File: src/design/pbp_pkg.sv
// package for the packet block placement unit
// holds field widths, reset constants, packet and destination codes and the result type
// no dependencies
package pbp_pkg;

	// field widths fixed by the packet format
	localparam int KIND_W   = 2;
	localparam int OFFS_W   = 48;
	localparam int BYTES_W  = 16;
	localparam int DEST_W   = 3;
	localparam int SIZE_W   = 32;
	localparam int TOTAL_W  = 64;

	// default stream offset width and block size after reset
	localparam int OFFSET_BITS_DEF = 48;
	localparam logic [SIZE_W-1:0] BLOCK_SIZE_RESET = 32'd1048576;

	// packet kinds from the decoder
	typedef enum logic [KIND_W-1:0] {
		KIND_DATA   = 2'd0,
		KIND_IGNORE = 2'd1,
		KIND_STOP   = 2'd2,
		KIND_SPARE  = 2'd3
	} kind_t;

	// where an item went
	typedef enum logic [DEST_W-1:0] {
		DEST_CURRENT = 3'd0,
		DEST_NEXT    = 3'd1,
		DEST_LATE    = 3'd2,
		DEST_IGNORED = 3'd3,
		DEST_BEYOND  = 3'd4
	} dest_t;

	// one result item
	typedef struct packed {
		dest_t               destination;
		logic [SIZE_W-1:0]   write_address;
		logic                consumed;
		logic                block_closed;
		logic [SIZE_W-1:0]   bytes_missing;
		logic                stop_request;
		logic [TOTAL_W-1:0]  received_total;
		logic [TOTAL_W-1:0]  dropped_total;
	} result_t;

endpackage

File: src/design/pbp_if.sv
// valid/ready channel interfaces for packets in and placement results out
// depends on pbp_pkg for the field widths
interface pbp_pkt_if;
	logic                              valid;
	logic                              ready;
	logic [pbp_pkg::KIND_W-1:0]        packet_kind;
	logic [pbp_pkg::OFFS_W-1:0]        packet_offset;
	logic [pbp_pkg::BYTES_W-1:0]       packet_bytes;

	modport source (output valid, packet_kind, packet_offset, packet_bytes, input ready);
	modport sink   (input valid, packet_kind, packet_offset, packet_bytes, output ready);
endinterface

interface pbp_res_if;
	logic                              valid;
	logic                              ready;
	logic [pbp_pkg::DEST_W-1:0]        destination;
	logic [pbp_pkg::SIZE_W-1:0]        write_address;
	logic                              consumed;
	logic                              block_closed;
	logic [pbp_pkg::SIZE_W-1:0]        bytes_missing;
	logic                              stop_request;
	logic [pbp_pkg::TOTAL_W-1:0]       received_total;
	logic [pbp_pkg::TOTAL_W-1:0]       dropped_total;

	modport source (output valid, destination, write_address, consumed, block_closed,
		bytes_missing, stop_request, received_total, dropped_total, input ready);
	modport sink   (input valid, destination, write_address, consumed, block_closed,
		bytes_missing, stop_request, received_total, dropped_total, output ready);
endinterface

File: src/design/pbp_core.sv
// placement logic for one packet: window compare, fill update, block close and totals
// depends on pbp_pkg
module pbp_core #(
	parameter int OFFSET_BITS = pbp_pkg::OFFSET_BITS_DEF
) (
	input  logic [pbp_pkg::KIND_W-1:0]   kind,
	input  logic [OFFSET_BITS-1:0]       offset,
	input  logic [pbp_pkg::BYTES_W-1:0]  bytes,
	input  logic [pbp_pkg::SIZE_W-1:0]   block_size,
	input  logic [OFFSET_BITS-1:0]       window_start,
	input  logic [pbp_pkg::SIZE_W-1:0]   current_fill,
	input  logic [pbp_pkg::SIZE_W-1:0]   next_fill,
	input  logic [pbp_pkg::TOTAL_W-1:0]  received_count,
	input  logic [pbp_pkg::TOTAL_W-1:0]  dropped_count,
	output logic [OFFSET_BITS-1:0]       window_start_nx,
	output logic [pbp_pkg::SIZE_W-1:0]   current_fill_nx,
	output logic [pbp_pkg::SIZE_W-1:0]   next_fill_nx,
	output logic [pbp_pkg::TOTAL_W-1:0]  received_count_nx,
	output logic [pbp_pkg::TOTAL_W-1:0]  dropped_count_nx,
	output pbp_pkg::result_t             result
);
	import pbp_pkg::*;

	localparam int EW = 65;

	// saturating 32-bit add of a packet length
	function automatic logic [SIZE_W-1:0] sat_add(input logic [SIZE_W-1:0] a,
			input logic [BYTES_W-1:0] b);
		logic [SIZE_W:0] s;
		s = {1'b0, a} + {17'd0, b};
		return s[SIZE_W] ? {SIZE_W{1'b1}} : s[SIZE_W-1:0];
	endfunction

	logic [EW-1:0]        rel_e;
	logic [EW-1:0]        size_e;
	logic [EW-1:0]        size2_e;
	logic [EW-1:0]        ws_sum_e;
	logic [OFFSET_BITS-1:0] rel;
	logic                 late;
	logic                 in_cur;
	logic                 in_next;
	logic                 beyond;
	logic [SIZE_W-1:0]    cur_upd;
	logic [SIZE_W-1:0]    nxt_upd;
	logic                 closed;
	logic [SIZE_W-1:0]    missing;
	logic                 placed;

	// window compares on widened operands
	always_comb begin
		rel      = offset - window_start;
		rel_e    = {{(EW-OFFSET_BITS){1'b0}}, rel};
		size_e   = {{(EW-SIZE_W){1'b0}}, block_size};
		size2_e  = {size_e[EW-2:0], 1'b0};
		ws_sum_e = {{(EW-OFFSET_BITS){1'b0}}, window_start} + size_e;
		late     = (kind == KIND_DATA) && (offset < window_start);
		in_cur   = (kind == KIND_DATA) && !late && (rel_e < size_e);
		in_next  = (kind == KIND_DATA) && !late && !in_cur && (rel_e < size2_e);
		beyond   = (kind == KIND_DATA) && !late && !in_cur && !in_next;
		placed   = in_cur || in_next;
	end

	// fill update, close check and state for the next item
	always_comb begin
		cur_upd = in_cur ? sat_add(current_fill, bytes) : current_fill;
		nxt_upd = in_next ? sat_add(next_fill, bytes) : next_fill;
		closed  = beyond || (cur_upd >= block_size);
		missing = (closed && (block_size > cur_upd)) ? block_size - cur_upd : '0;

		received_count_nx = placed ? received_count + {48'd0, bytes} : received_count;
		dropped_count_nx  = dropped_count + {32'd0, missing};
		if (closed) begin
			window_start_nx = ws_sum_e[OFFSET_BITS-1:0];
			current_fill_nx = nxt_upd;
			next_fill_nx    = '0;
		end else begin
			window_start_nx = window_start;
			current_fill_nx = cur_upd;
			next_fill_nx    = nxt_upd;
		end
	end

	// result item
	always_comb begin
		result = '0;
		priority if (in_cur) begin
			result.destination   = DEST_CURRENT;
			result.write_address = rel[SIZE_W-1:0];
		end else if (in_next) begin
			result.destination   = DEST_NEXT;
			result.write_address = rel[SIZE_W-1:0] - block_size;
		end else if (late) begin
			result.destination   = DEST_LATE;
		end else if (beyond) begin
			result.destination   = DEST_BEYOND;
		end else begin
			result.destination   = DEST_IGNORED;
		end
		result.consumed       = !beyond;
		result.block_closed   = closed;
		result.bytes_missing  = missing;
		result.stop_request   = (kind == KIND_STOP);
		result.received_total = received_count_nx;
		result.dropped_total  = dropped_count_nx;
	end

endmodule

File: src/design/packet_block_placement_unit.sv
// top level of the packet block placement unit
// depends on pbp_pkg, pbp_if.sv (pbp_pkt_if, pbp_res_if) and pbp_core
//
// Packets come in on pkt (valid/ready): kind, stream byte offset, payload length.
// Each packet yields exactly one result on res (valid/ready): destination block,
// address within it, whether the packet was consumed, block close with missing
// bytes, stop request and the running received and dropped byte totals.
// A packet beyond both windows comes back with consumed low; the source presents
// it again and it is then placed against the rotated windows.
// The user writes block_size through cfg_we/cfg_wdata only with no packet in flight;
// the block does not enforce this. Each packet is held in the input register, then
// its result in the result register. Throughput: one packet per cycle unless res
// stalls, set by the single placement stage that reads and updates the window state.
// Reset clears the window start, both fills and both totals and sets block_size
// to 1048576; no clearing pass is needed. When res stalls the result stays in its
// register, one more packet is held in the input register, and pkt.ready drops
// until the result is taken.
module packet_block_placement_unit #(
	parameter int OFFSET_BITS = pbp_pkg::OFFSET_BITS_DEF
) (
	input  logic                        clk,
	input  logic                        arst_n,
	pbp_pkt_if.sink                     pkt,
	pbp_res_if.source                   res,
	input  logic                        cfg_we,
	input  logic [pbp_pkg::SIZE_W-1:0]  cfg_wdata
);
	import pbp_pkg::*;

	// input stage
	logic                  valid_s1;
	logic [KIND_W-1:0]     kind_s1;
	logic [OFFSET_BITS-1:0] offset_s1;
	logic [BYTES_W-1:0]    bytes_s1;

	// window state and register
	logic [SIZE_W-1:0]     block_size_q;
	logic [OFFSET_BITS-1:0] window_start_q;
	logic [SIZE_W-1:0]     current_fill_q;
	logic [SIZE_W-1:0]     next_fill_q;
	logic [TOTAL_W-1:0]    received_q;
	logic [TOTAL_W-1:0]    dropped_q;

	logic [OFFSET_BITS-1:0] window_start_nx;
	logic [SIZE_W-1:0]     current_fill_nx;
	logic [SIZE_W-1:0]     next_fill_nx;
	logic [TOTAL_W-1:0]    received_nx;
	logic [TOTAL_W-1:0]    dropped_nx;
	result_t               result_nx;

	// result register
	logic                  res_valid_q;
	result_t               res_q;

	logic                  advance;
	logic                  pkt_take;
	logic [63:0]           offset_wide;

	assign advance     = valid_s1 && (!res_valid_q || res.ready);
	assign pkt.ready   = !valid_s1 || advance;
	assign pkt_take    = pkt.valid && pkt.ready;
	assign offset_wide = {{(64-OFFS_W){1'b0}}, pkt.packet_offset};

	// input register
	always_ff @(posedge clk or negedge arst_n) begin
		if (!arst_n) begin
			valid_s1 <= 1'b0;
		end else if (pkt_take) begin
			valid_s1 <= 1'b1;
		end else if (advance) begin
			valid_s1 <= 1'b0;
		end
	end

	always_ff @(posedge clk) begin
		if (pkt_take) begin
			kind_s1   <= pkt.packet_kind;
			offset_s1 <= offset_wide[OFFSET_BITS-1:0];
			bytes_s1  <= pkt.packet_bytes;
		end
	end

	pbp_core #(
		.OFFSET_BITS(OFFSET_BITS)
	) u_core (
		.kind              (kind_s1),
		.offset            (offset_s1),
		.bytes             (bytes_s1),
		.block_size        (block_size_q),
		.window_start      (window_start_q),
		.current_fill      (current_fill_q),
		.next_fill         (next_fill_q),
		.received_count    (received_q),
		.dropped_count     (dropped_q),
		.window_start_nx   (window_start_nx),
		.current_fill_nx   (current_fill_nx),
		.next_fill_nx      (next_fill_nx),
		.received_count_nx (received_nx),
		.dropped_count_nx  (dropped_nx),
		.result            (result_nx)
	);

	// block size register
	always_ff @(posedge clk or negedge arst_n) begin
		if (!arst_n) begin
			block_size_q <= BLOCK_SIZE_RESET;
		end else if (cfg_we) begin
			block_size_q <= cfg_wdata;
		end
	end

	// window state, updated as each item leaves the placement stage
	always_ff @(posedge clk or negedge arst_n) begin
		if (!arst_n) begin
			window_start_q <= '0;
			current_fill_q <= '0;
			next_fill_q    <= '0;
			received_q     <= '0;
			dropped_q      <= '0;
		end else if (advance) begin
			window_start_q <= window_start_nx;
			current_fill_q <= current_fill_nx;
			next_fill_q    <= next_fill_nx;
			received_q     <= received_nx;
			dropped_q      <= dropped_nx;
		end
	end

	// result register
	always_ff @(posedge clk or negedge arst_n) begin
		if (!arst_n) begin
			res_valid_q <= 1'b0;
		end else if (advance) begin
			res_valid_q <= 1'b1;
		end else if (res.ready) begin
			res_valid_q <= 1'b0;
		end
	end

	always_ff @(posedge clk) begin
		if (advance) begin
			res_q <= result_nx;
		end
	end

	assign res.valid          = res_valid_q;
	assign res.destination    = res_q.destination;
	assign res.write_address  = res_q.write_address;
	assign res.consumed       = res_q.consumed;
	assign res.block_closed   = res_q.block_closed;
	assign res.bytes_missing  = res_q.bytes_missing;
	assign res.stop_request   = res_q.stop_request;
	assign res.received_total = res_q.received_total;
	assign res.dropped_total  = res_q.dropped_total;

endmodule

File: src/flat_wrapper.sv
// flat-port wrapper written by rule: the top's interface ports become plain ports
module packet_block_placement_unit_flat import pbp_pkg::*;
#(
	parameter int OFFSET_BITS = pbp_pkg::OFFSET_BITS_DEF
)
  (clk, arst_n, cfg_we, cfg_wdata, pkt_valid, pkt_packet_kind, pkt_packet_offset, pkt_packet_bytes, pkt_ready, res_valid, res_destination, res_write_address, res_consumed, res_block_closed, res_bytes_missing, res_stop_request, res_received_total, res_dropped_total, res_ready);
  pbp_pkt_if pkt_i ();
  pbp_res_if res_i ();
  input  logic clk;
  input  logic arst_n;
  input  logic cfg_we;
  input  logic [pbp_pkg::SIZE_W-1:0] cfg_wdata;
  input wire logic [$bits(pkt_i.valid)-1:0] pkt_valid;
  input wire logic [$bits(pkt_i.packet_kind)-1:0] pkt_packet_kind;
  input wire logic [$bits(pkt_i.packet_offset)-1:0] pkt_packet_offset;
  input wire logic [$bits(pkt_i.packet_bytes)-1:0] pkt_packet_bytes;
  output wire logic [$bits(pkt_i.ready)-1:0] pkt_ready;
  output wire logic [$bits(res_i.valid)-1:0] res_valid;
  output wire logic [$bits(res_i.destination)-1:0] res_destination;
  output wire logic [$bits(res_i.write_address)-1:0] res_write_address;
  output wire logic [$bits(res_i.consumed)-1:0] res_consumed;
  output wire logic [$bits(res_i.block_closed)-1:0] res_block_closed;
  output wire logic [$bits(res_i.bytes_missing)-1:0] res_bytes_missing;
  output wire logic [$bits(res_i.stop_request)-1:0] res_stop_request;
  output wire logic [$bits(res_i.received_total)-1:0] res_received_total;
  output wire logic [$bits(res_i.dropped_total)-1:0] res_dropped_total;
  input wire logic [$bits(res_i.ready)-1:0] res_ready;
  assign pkt_i.valid = pkt_valid;
  assign pkt_i.packet_kind = pkt_packet_kind;
  assign pkt_i.packet_offset = pkt_packet_offset;
  assign pkt_i.packet_bytes = pkt_packet_bytes;
  assign pkt_ready = pkt_i.ready;
  assign res_valid = res_i.valid;
  assign res_destination = res_i.destination;
  assign res_write_address = res_i.write_address;
  assign res_consumed = res_i.consumed;
  assign res_block_closed = res_i.block_closed;
  assign res_bytes_missing = res_i.bytes_missing;
  assign res_stop_request = res_i.stop_request;
  assign res_received_total = res_i.received_total;
  assign res_dropped_total = res_i.dropped_total;
  assign res_i.ready = res_ready;
  packet_block_placement_unit #(.OFFSET_BITS(OFFSET_BITS)) u_core (.clk(clk), .arst_n(arst_n), .pkt(pkt_i), .res(res_i), .cfg_we(cfg_we), .cfg_wdata(cfg_wdata));
endmodule
File: config.mk
export PLATFORM = sky130hd
export DESIGN_NAME = packet_block_placement_unit_flat
export DESIGN_NICKNAME = d
export VERILOG_FILES = /design/src/design/pbp_pkg.sv /design/src/design/pbp_if.sv /design/src/design/pbp_core.sv /design/src/design/packet_block_placement_unit.sv /design/src/flat_wrapper.sv
export SDC_FILE = /design/constraint.sdc
export NUM_CORES = 1
export LEC_CHECK = 0
export BUFFER_PORTS_ARGS = -buffer_cell sky130_fd_sc_hd__buf_2
export CAP_MARGIN = 20
export CORE_ASPECT_RATIO = 0.75
export CORE_MARGIN = 2
export CORE_UTILIZATION = 40
export DETAILED_ROUTE_END_ITERATION = 8
export PLACE_DENSITY = 0.56
export SYNTH_ARGS = -nofsm -noshare
export SYNTH_HDL_FRONTEND = slang
export SYNTH_SLANG_ARGS = --single-unit
File: constraint.sdc
create_clock -name clk -period 13.25 [get_ports clk]
set_input_delay 1.9875 -clock clk [delete_from_list [all_inputs] [get_ports clk]]
set_output_delay 1.9875 -clock clk [all_outputs]
set_load 0.01 [all_outputs]
# == Word-level counts from Yosys, hierarchy flattened ==
# Cells that the tools add are included.
# word_totals
ff_bits,538
output_inout_bits,200
elab_cells,77
# classes
n_addsub,8
magnitude_cmp,5
n_eq_ne,1
n_mux,17
reduce_logical,25
# ops
operator,count
$mux 32,9
$add 32x16->33,2
$add 64x16->64,1
$add 64x32->64,1
$mux 64,1
$sub 32x32->32,2
$add 48x32->48,1
$lt 48x32->1,1
$lt 48x33->1,1
$lt 48x48->1,1
$sub 48x48->48,1
$ge 32x32->1,1
$gt 32x32->1,1
$logic_and 1x1->1,9
$logic_not 1->1,6
$mux 1,5
$logic_or 1x1->1,4
$reduce_bool 2->1,2
$mux 3,1
$reduce_or 3->1,1
$eq 2x2->1 const B,1
$logic_not 2->1,1
$mux 2,1
$reduce_and 2->1,1
$reduce_or 2->1,1

# == Depth between registers and ports, before layout ==
# Gate-level depths: netlist (run 1).
# depth
word_depth,14
ltp_mapped,52
depth_no_buf,51

# == Cells and area by module ==
# A second synthesis (run 1) with hierarchy kept.
# hier_totals
hier_cells,3409
area_unflattened_um2,36293.6
# by_module_without_submodules
mod,instances,cells_each,area_per_inst_um2
packet_block_placement_unit,1,847,19023.2
pbp_core,1,2562,17270.3

# == Worst setup path after synthesis (run 1) ==
# Ideal clock, no wire load.
# synth_timing
path_kind,register -> register
startpoint,reg u_core.window_start_q[0]
endpoint,reg u_core.res_q (netlist bit u_core.res.dropped_total[56]) (data pin)
arrival_time_ns,9.779
required_time_ns,12.984
slack_ns,3.205
path_stages_with_launch,49
path_buffers,3
synth_period_minus_slack_ns,10.045
cell_sequence,dfrtp_1 > ha_1 > fa_1 > nand2b_1 > a21oi_1 > o21ai_2 > o211a_1 > nor2_1 > nor2_1 > o21ai_0 > a31oi_1 > xnor2_1 > ha_1 > a21oi_1 > o21ai_0 > a211oi_1 > o21ai_0 > mux2i_1 > [13 not listed] > nand2_1 > clkbuf_1 > nor2_1 > ha_1 > fa_1 > a21o_1 > a21oi_1 > o21bai_1 > a21oi_1 > o21bai_1 > a31oi_1 > a2111oi_0 > o21ai_0 > o21a_1 > o31a_1 > buf_1 > nor3_1 > xor2_1
# synth_rtl
element,line,source
"start, declared",packet_block_placement_unit.sv:38,logic [OFFSET_BITS-1:0] window_start_q;
"start signal, assigned",packet_block_placement_unit.sv:121,window_start_q <= window_start_nx;
"end signal, assigned",packet_block_placement_unit.sv:142,res_q <= result_nx;
"end, declared",packet_block_placement_unit.sv:53,result_t res_q;

==> key figures, run 1 <==
Status
  • Status: finished clean

Power and ir drop
  • Power Dens Cells: 182 nW/µm²
  • Psw: 0.00292 W
  • Clock power frac: 24.4%
  • Sw frac: 40.7%
  • P_leak: 17.5 nW
  • Peak VDD IR: 121 µV
  • Internal power: 0.00426 W
  • Reg power frac: 29.6%
  • Combinational Power Share: 46.1%

STA
  • Max transition margin: 21.8%
  • Worst Max-Slew Pin Slew: 1.17 ns
  • Post-route worst setup slack: 0.842 ns
  • Setup Skew: 0.0253 ns
  • Hold WS: 0.472 ns
  • Final period utilization: 93.6%
  • RSZ-0062 raised after global routing: no
  • Fin. Hold Viols: 0
  • Fmax: 0.0806 GHz
  • Final setup viols: 0
  • Setup TNS: 0 ns
  • Crit path time final: 12.41 ns
  • Final max-slew violation count: 0

GRT
  • Number of global-route vias before repair: 26.3k
  • Grt total ovfl: 0
  • First-pass GRT wire length: 163 mm
  • Largest net degree at the start of global routing: 159
  • Initial antenna violation count: 7
  • All-Layer GR Usage: 23.7%

Routing
  • Vias: 28.3k
  • WL final: 107 mm
  • DRT iter0 DRCs: 2627
  • Final ANT Viol Nets: 0
  • DRC Markers: 0
  • Drt wl/cell: 20.9 µm
  • Via-to-Cell Ratio: 5.53
  • DRT Pass-1 Iters: 6

Worst setup path
  • Kind of critical path: flip-flop to flip-flop
  • Critical R2R Launch: u_core.window_start_q[8]
  • R2r setup slk: 0.84 ns
  • Critical Path AT: 12.82 ns
  • Slowest stage cell on the critical path: a311o_1
  • Reg2reg end: u_core.res.dropped_total[62]
  • Most used cell, CP: a21oi_1
  • Crit end category: flip-flop
  • CP peak stage delay: 0.48 ns
  • CP max FO: 17
  • Critical path launch point type: flip-flop
  • CP required: 13.66 ns
  • R2R depth: 49

CTS
  • Clock buffer depth: 3
  • Clock slew at reported path FFs: 0.07 ns
  • CTS buffer count: 59
  • Post-CTS resize count: 0
  • Post CTS Setup Buffer Count: 0
  • Clk sinks: 538
  • H-tree depth: 2
  • Clk_lat worst skew: 0.66 ns
  • Hold Buf Count CTS: 0
  • TritonCTS clock tree: built
  • Clk root buf: clkbuf_16

Synth
  • Cells after Synth: 3636
  • Most frequent cell after synthesis: nand2_1
  • Synthesized flop and latch total: 538
  • Syn Area/Cell: 9.50 µm²
  • Most common flop cell mapped by yosys: dfrtp_1
  • Register area share after synthesis: 42.8%
  • Share of the synthesized area in the top cell type: 23.0%
  • Number of flops mapped to enable cells by yosys: 264
  • Syn_nets: 4002
  • Synth top cells by count: nand2_1 (443), nor2_1 (278), dfrtp_1 (273), edfxtp_1 (264), ha_1 (255)
  • Mapped Area: 34500 µm²
  • Yosys top cell by area: edfxtp_1
  • Synth async-reset ratio: 50.9%
  • Synth warn: 0
  • Synth cell types: 95
  • Largest cells by area after synthesis: edfxtp_1 (23%), dfrtp_1 (20%), ha_1 (9.2%), xnor2_1 (4.9%), nand2_1 (4.8%)

Placement
  • Final HPWL DP: 81.6 mm
  • I/O Buffers: 302
  • Placer Congestion: 0.955
  • Pre-CTS setup slack: 0.163 ns

Hold path
  • Worst hold path class: flip-flop to flip-flop
  • Hold depth: 1
  • Hold Path Sink: u_core.window_start_q[46]
  • HP Start: u_core.window_start_q[46]

Die
  • Core Area: 85600 µm²
  • Starting Density: 40.3%
  • Die Area: 88700 µm²
  • Die Span Y: 258 µm
  • Num rows: 93
  • I/O pins: 303
  • Die X: 343 µm

Final layout
  • Area delta synth->final: 14.0%
  • Fillers: 8317
  • Layout cells sized above 1: 12.9%
  • Nets@finish: 4284

Run
  • Max-cap violations: 0
[state kept, by name, summed over array words and instances, names as in the netlist, 32 cells and up]
signal and flops:
u_core.block_size_q 32, u_core.current_fill_q 32, u_core.dropped_q 64, u_core.next_fill_q 32
u_core.offset_s1 48, u_core.received_q 64, u_core.res.bytes_missing 32, u_core.res.dropped_total 64
u_core.res.received_total 64, u_core.res.write_address 32, u_core.window_start_q 48
[cells by family (layout without fill, tap and decap cells)]
group	Yosys count	after routing	share of synthesized area (%)
and+or+nand+nor	1256	1256	17.3
AOI/OAI and AO/OA	881	881	16.2
DFF	538	538	42.8
xor gates and xnor gates	344	344	8.73
buffers and inverters	293	626	3.36
adders and majority gates	263	263	9.70
muxes	61	61	1.85
other	0	2	0
[per-stage QoR]
step           instance area (µm²)  utilization [%]  power, W  std cells
2_1_floorplan                34500                -   0.00451       3636
4_1_cts                      39300             45.9   0.00717       5108
6_report                     39400             46.0   0.00717       5111
3_5_place_dp                 37300             43.5   0.00539       4996
5_1_grt                      39400             46.0   0.00768       5109
3_3_place_gp                 37300             43.5   0.00540       4996
[area by class of cell]
class                   count  area [µm²]  share of cell area, %
diodes                      2        5.00                 0.0127
repair buffers            333        1790                   4.54
multi-input cells        2805       18600                   47.3
inverters                 181         687                   1.74
well taps                1140        1430                   3.62
flip-flops and latches    538       14800                   37.6
clock inverters            33         387                  0.982
clock buffers              79        1650                   4.20
[worst max-delay path by stage]
stage / start / to / slack, ns
2_1_floorplan: u_core.window_start_q[0] / u_core.res.dropped_total[56] / 3.20
3_3_place_gp: u_core.window_start_q[0] / u_core.dropped_q[62] / 0.39
3_5_place_dp: u_core.window_start_q[0] / u_core.dropped_q[62] / 0.16
4_1_cts: u_core.window_start_q[0] / u_core.dropped_q[62] / 0.05
5_1_grt: u_core.window_start_q[0] / u_core.res.dropped_total[62] / 0.06
6_report: u_core.window_start_q[8] / u_core.res.dropped_total[62] / 0.84
[critical path: cells and delay by family (launching register included)]
family | cells | cell delay, ns
adder cells (fa/ha/maj) | 5 | 1.68
multiplexers | 1 | 0.20
flip-flops | 1 | 0.38
XOR/XNOR | 2 | 0.40
AND/OR/NAND/NOR | 9 | 1.72
AO/OA/AOI/OAI | 29 | 7.34
buffers and inverters | 3 | 0.42
[layout by cell type, fill, tap and decap left out, drive strengths merged, types with 11 or more instances in the layout]
cell type  instances
clkbuf            79
o21ai            249
or3               22
a31oi             16
xor2             150
nor3              78
and3              60
a211oi            27
o211ai            25
o22ai             24
mux2              23
o21bai            34
nand2            443
and2              18
or2               15
buf              333
nor2             279
edfxtp           264
or4               11
nand3            108
nand2b            46
and4              11
a21boi            14
clkinv            17
o31ai             14
a21oi            229
nor4              37
nand4             68
dfrtp            273
o21a              43
ha               255
xnor2            194
nor2b             41
mux2i             38
a21o             110
inv              183
[layer usage]
layer	GRT usage (%)	vias up	share of wire, %
met5	0	-	0
met4	4.17	0	1.5
met3	3.90	88	6.9
met2	33.9	845	42
met1	37.4	13600	50
li1	-	13700	-
[power by group through the flow]
stage	clock [W]	sequential [W]	combinational (W)
after floorplan	0	0.00216	0.00235
after global placement	0	0.00215	0.00325
after detailed placement	0	0.00215	0.00324
after CTS	0.00179	0.00212	0.00326
after global routing	0.00186	0.00215	0.00368
final	0.00175	0.00212	0.00331
Power figures use the tool's default switching activity.
==> inputs of run 2 (changes only) <==
Clock period 13.25 ns to 15.9 ns, I/O delays scaled along.
==> run 2 against run 1 <==
Compared with the run above:
- first-iteration DRC count increased by 3.5%
- worst hold slack got worse by 0.0065 ns
- routed wire length increased by 0.54%
- highest routed layer unchanged
- clock skew decreased by 0.0041 ns
- via count decreased by 0.21%
- setup slack improved by 2.0 ns
- clock-buffer cell count decreased by 3
- clock power decreased by 21%
- global-route usage increased by 0.094 points
- flip-flop and latch count unchanged
==> key figures, run 2 (same netlist as run 1, synthesis figures left out) <==
Hold path
  • Hold depth: 1
  • Worst hold path class: flip-flop to flip-flop
  • Hold Path Sink: u_core.window_start_q[47]
  • HP Start: u_core.window_start_q[47]

Placement
  • Cell Area, Placed: 37200 µm²
  • Final HPWL DP: 82.0 mm
  • Placer Congestion: 0.955
  • Placed cell count: 4992
  • I/O Buffers: 302

GRT
  • Largest net degree at the start of global routing: 141
  • Number of global-route vias before repair: 26.4k
  • First-pass GRT wire length: 163 mm
  • All-Layer GR Usage: 23.8%
  • Initial antenna violation count: 3
  • Grt total ovfl: 0

Die
  • Die Span Y: 258 µm
  • Core Area: 85600 µm²
  • I/O pins: 303
  • Die Area: 88700 µm²
  • Num rows: 93
  • Starting Density: 40.3%
  • Die X: 343 µm

Routing
  • DRT Pass-1 Iters: 5
  • Via-to-Cell Ratio: 5.53
  • DRT iter0 DRCs: 2719
  • Final ANT Viol Nets: 0
  • DRC Markers: 0
  • Drt wl/cell: 21.1 µm
  • WL final: 108 mm
  • Vias: 28.2k

CTS
  • CTS buffer count: 58
  • Post-CTS resize count: 0
  • TritonCTS clock tree: built
  • Hold Buf Count CTS: 0
  • Clk sinks: 538
  • Clock buffer depth: 3
  • Clock slew at reported path FFs: 0.06 ns
  • H-tree depth: 2
  • Clk root buf: clkbuf_16
  • Clk_lat worst skew: 0.64 ns
  • Post CTS Setup Buffer Count: 0

Worst setup path
  • Slowest stage cell on the critical path: a2111oi_0
  • CP required: 16.43 ns
  • Crit end category: flip-flop
  • Most used cell, CP: a21oi_1
  • Kind of critical path: flip-flop to flip-flop
  • Critical Path AT: 13.62 ns
  • CP max FO: 18
  • R2r setup slk: 2.81 ns
  • R2R depth: 50
  • Critical R2R Launch: u_core.window_start_q[0]
  • Reg2reg end: u_core.dropped_q[62]
  • CP peak stage delay: 0.71 ns
  • Critical path launch point type: flip-flop

STA
  • Fmax: 0.0764 GHz
  • Final max-slew violation count: 0
  • Max transition margin: 27.1%
  • Final setup viols: 0
  • RSZ-0062 raised after global routing: no
  • Setup TNS: 0 ns
  • Fin. Hold Viols: 0
  • Hold WS: 0.465 ns
  • Worst Max-Slew Pin Slew: 1.09 ns
  • Crit path time final: 13.09 ns
  • Final period utilization: 82.3%
  • Setup Skew: 0.0212 ns

Final layout
  • Layout cells sized above 1: 12.4%
  • Multi-input gate area: 18600 µm²
  • Fillers: 8183
  • Non-Filler Instances: 5104
  • Area delta synth->final: 13.5%
  • Final Cell Area: 39200 µm²
  • Most frequent cells in the layout: nand2_1 (441), buf_2 (302), nor2_1 (278)
  • Commonest non-fill, non-tap cell in the layout: nand2_1
  • FF/Latch Area: 14800 µm²
  • Nets@finish: 4280
  • Fin util: 45.8%

Power and ir drop
  • Peak VDD IR: 95.8 µV
  • Power Dens Cells: 151 nW/µm²
  • P_leak: 17.4 nW

Status
  • Status: finished clean

Run
  • Max-cap violations: 0
run 2: cell types whose count changed in the layout (fill, tap and decap cells not counted), moves of 2 or more:
| cell | delta |
|---|---|
| buf_4 | -4 |
| clkbuf_1 | -2 |
| clkbuf_16 | -2 |
| clkinv_1 | +6 |
| clkinv_2 | +2 |
| clkinv_4 | -2 |
| clkinvlp_4 | -3 |
| nor2_1 | +2 |
| nor2_2 | -2 |
run 2: final cells by class:
class	instances	share of cell area [%]
multi-input combinational	2805	47.5
tap	1140	3.64
sequential	538	37.7
timing repair buffer	330	4.50
clock inverter	33	0.811
clock buffer	76	4.11
antenna	1	0.00639
inverter	181	1.75
run 2: through the flow:
step / power, W / setup slack (ns)
after global routing: 0.00633 / 1.55
final: 0.00591 / 2.81
after floorplan: 0.00375 / 5.85
after detailed placement: 0.00449 / 3.02
after CTS: 0.00592 / 2.95
after global placement: 0.00451 / 3.51
run 2: worst max-delay path: cells and delay by family (launching register included):
kind / cells / cell delay [ns]
AOI/OAI and AO/OA: 28 / 7.05
xor gates and xnor gates: 2 / 0.50
adders and majority gates: 6 / 1.97
buffers and inverters: 2 / 0.39
DFF: 1 / 0.41
muxes: 1 / 0.18
and+or+nand+nor: 11 / 2.45
run 2: metal layers:
metal | track usage [%] | routed length, µm | up-vias
li1 | - | - | 13700
met1 | 38.0 | 54500 | 13600
met2 | 33.8 | 44500 | 891
met3 | 3.11 | 6720 | 107
met4 | 4.77 | 1820 | 0
met5 | 0 | 0 | -
run 2: power breakdown:
part	internal, W	switching, W
sequential	0.00166	0.000114
combinational	0.00105	0.00170
clock	0.000794	0.000597
total	0.00350	0.00241
run 2: how the worst max path moves through the flow:
| stage | start | to | slack, ns | cells past startpoint |
|---|---|---|---|---|
| CTS | u_core.window_start_q[0] | u_core.dropped_q[62] | 2.95 | 50 |
| finish | u_core.window_start_q[0] | u_core.dropped_q[62] | 2.81 | 50 |
| floorplan | u_core.window_start_q[0] | u_core.res.dropped_total[56] | 5.85 | 48 |
| detailed placement | u_core.window_start_q[0] | u_core.dropped_q[62] | 3.02 | 50 |
| global route | u_core.window_start_q[0] | u_core.dropped_q[62] | 1.55 | 50 |
| global placement | u_core.window_start_q[4] | u_core.res.dropped_total[62] | 3.51 | 50 |
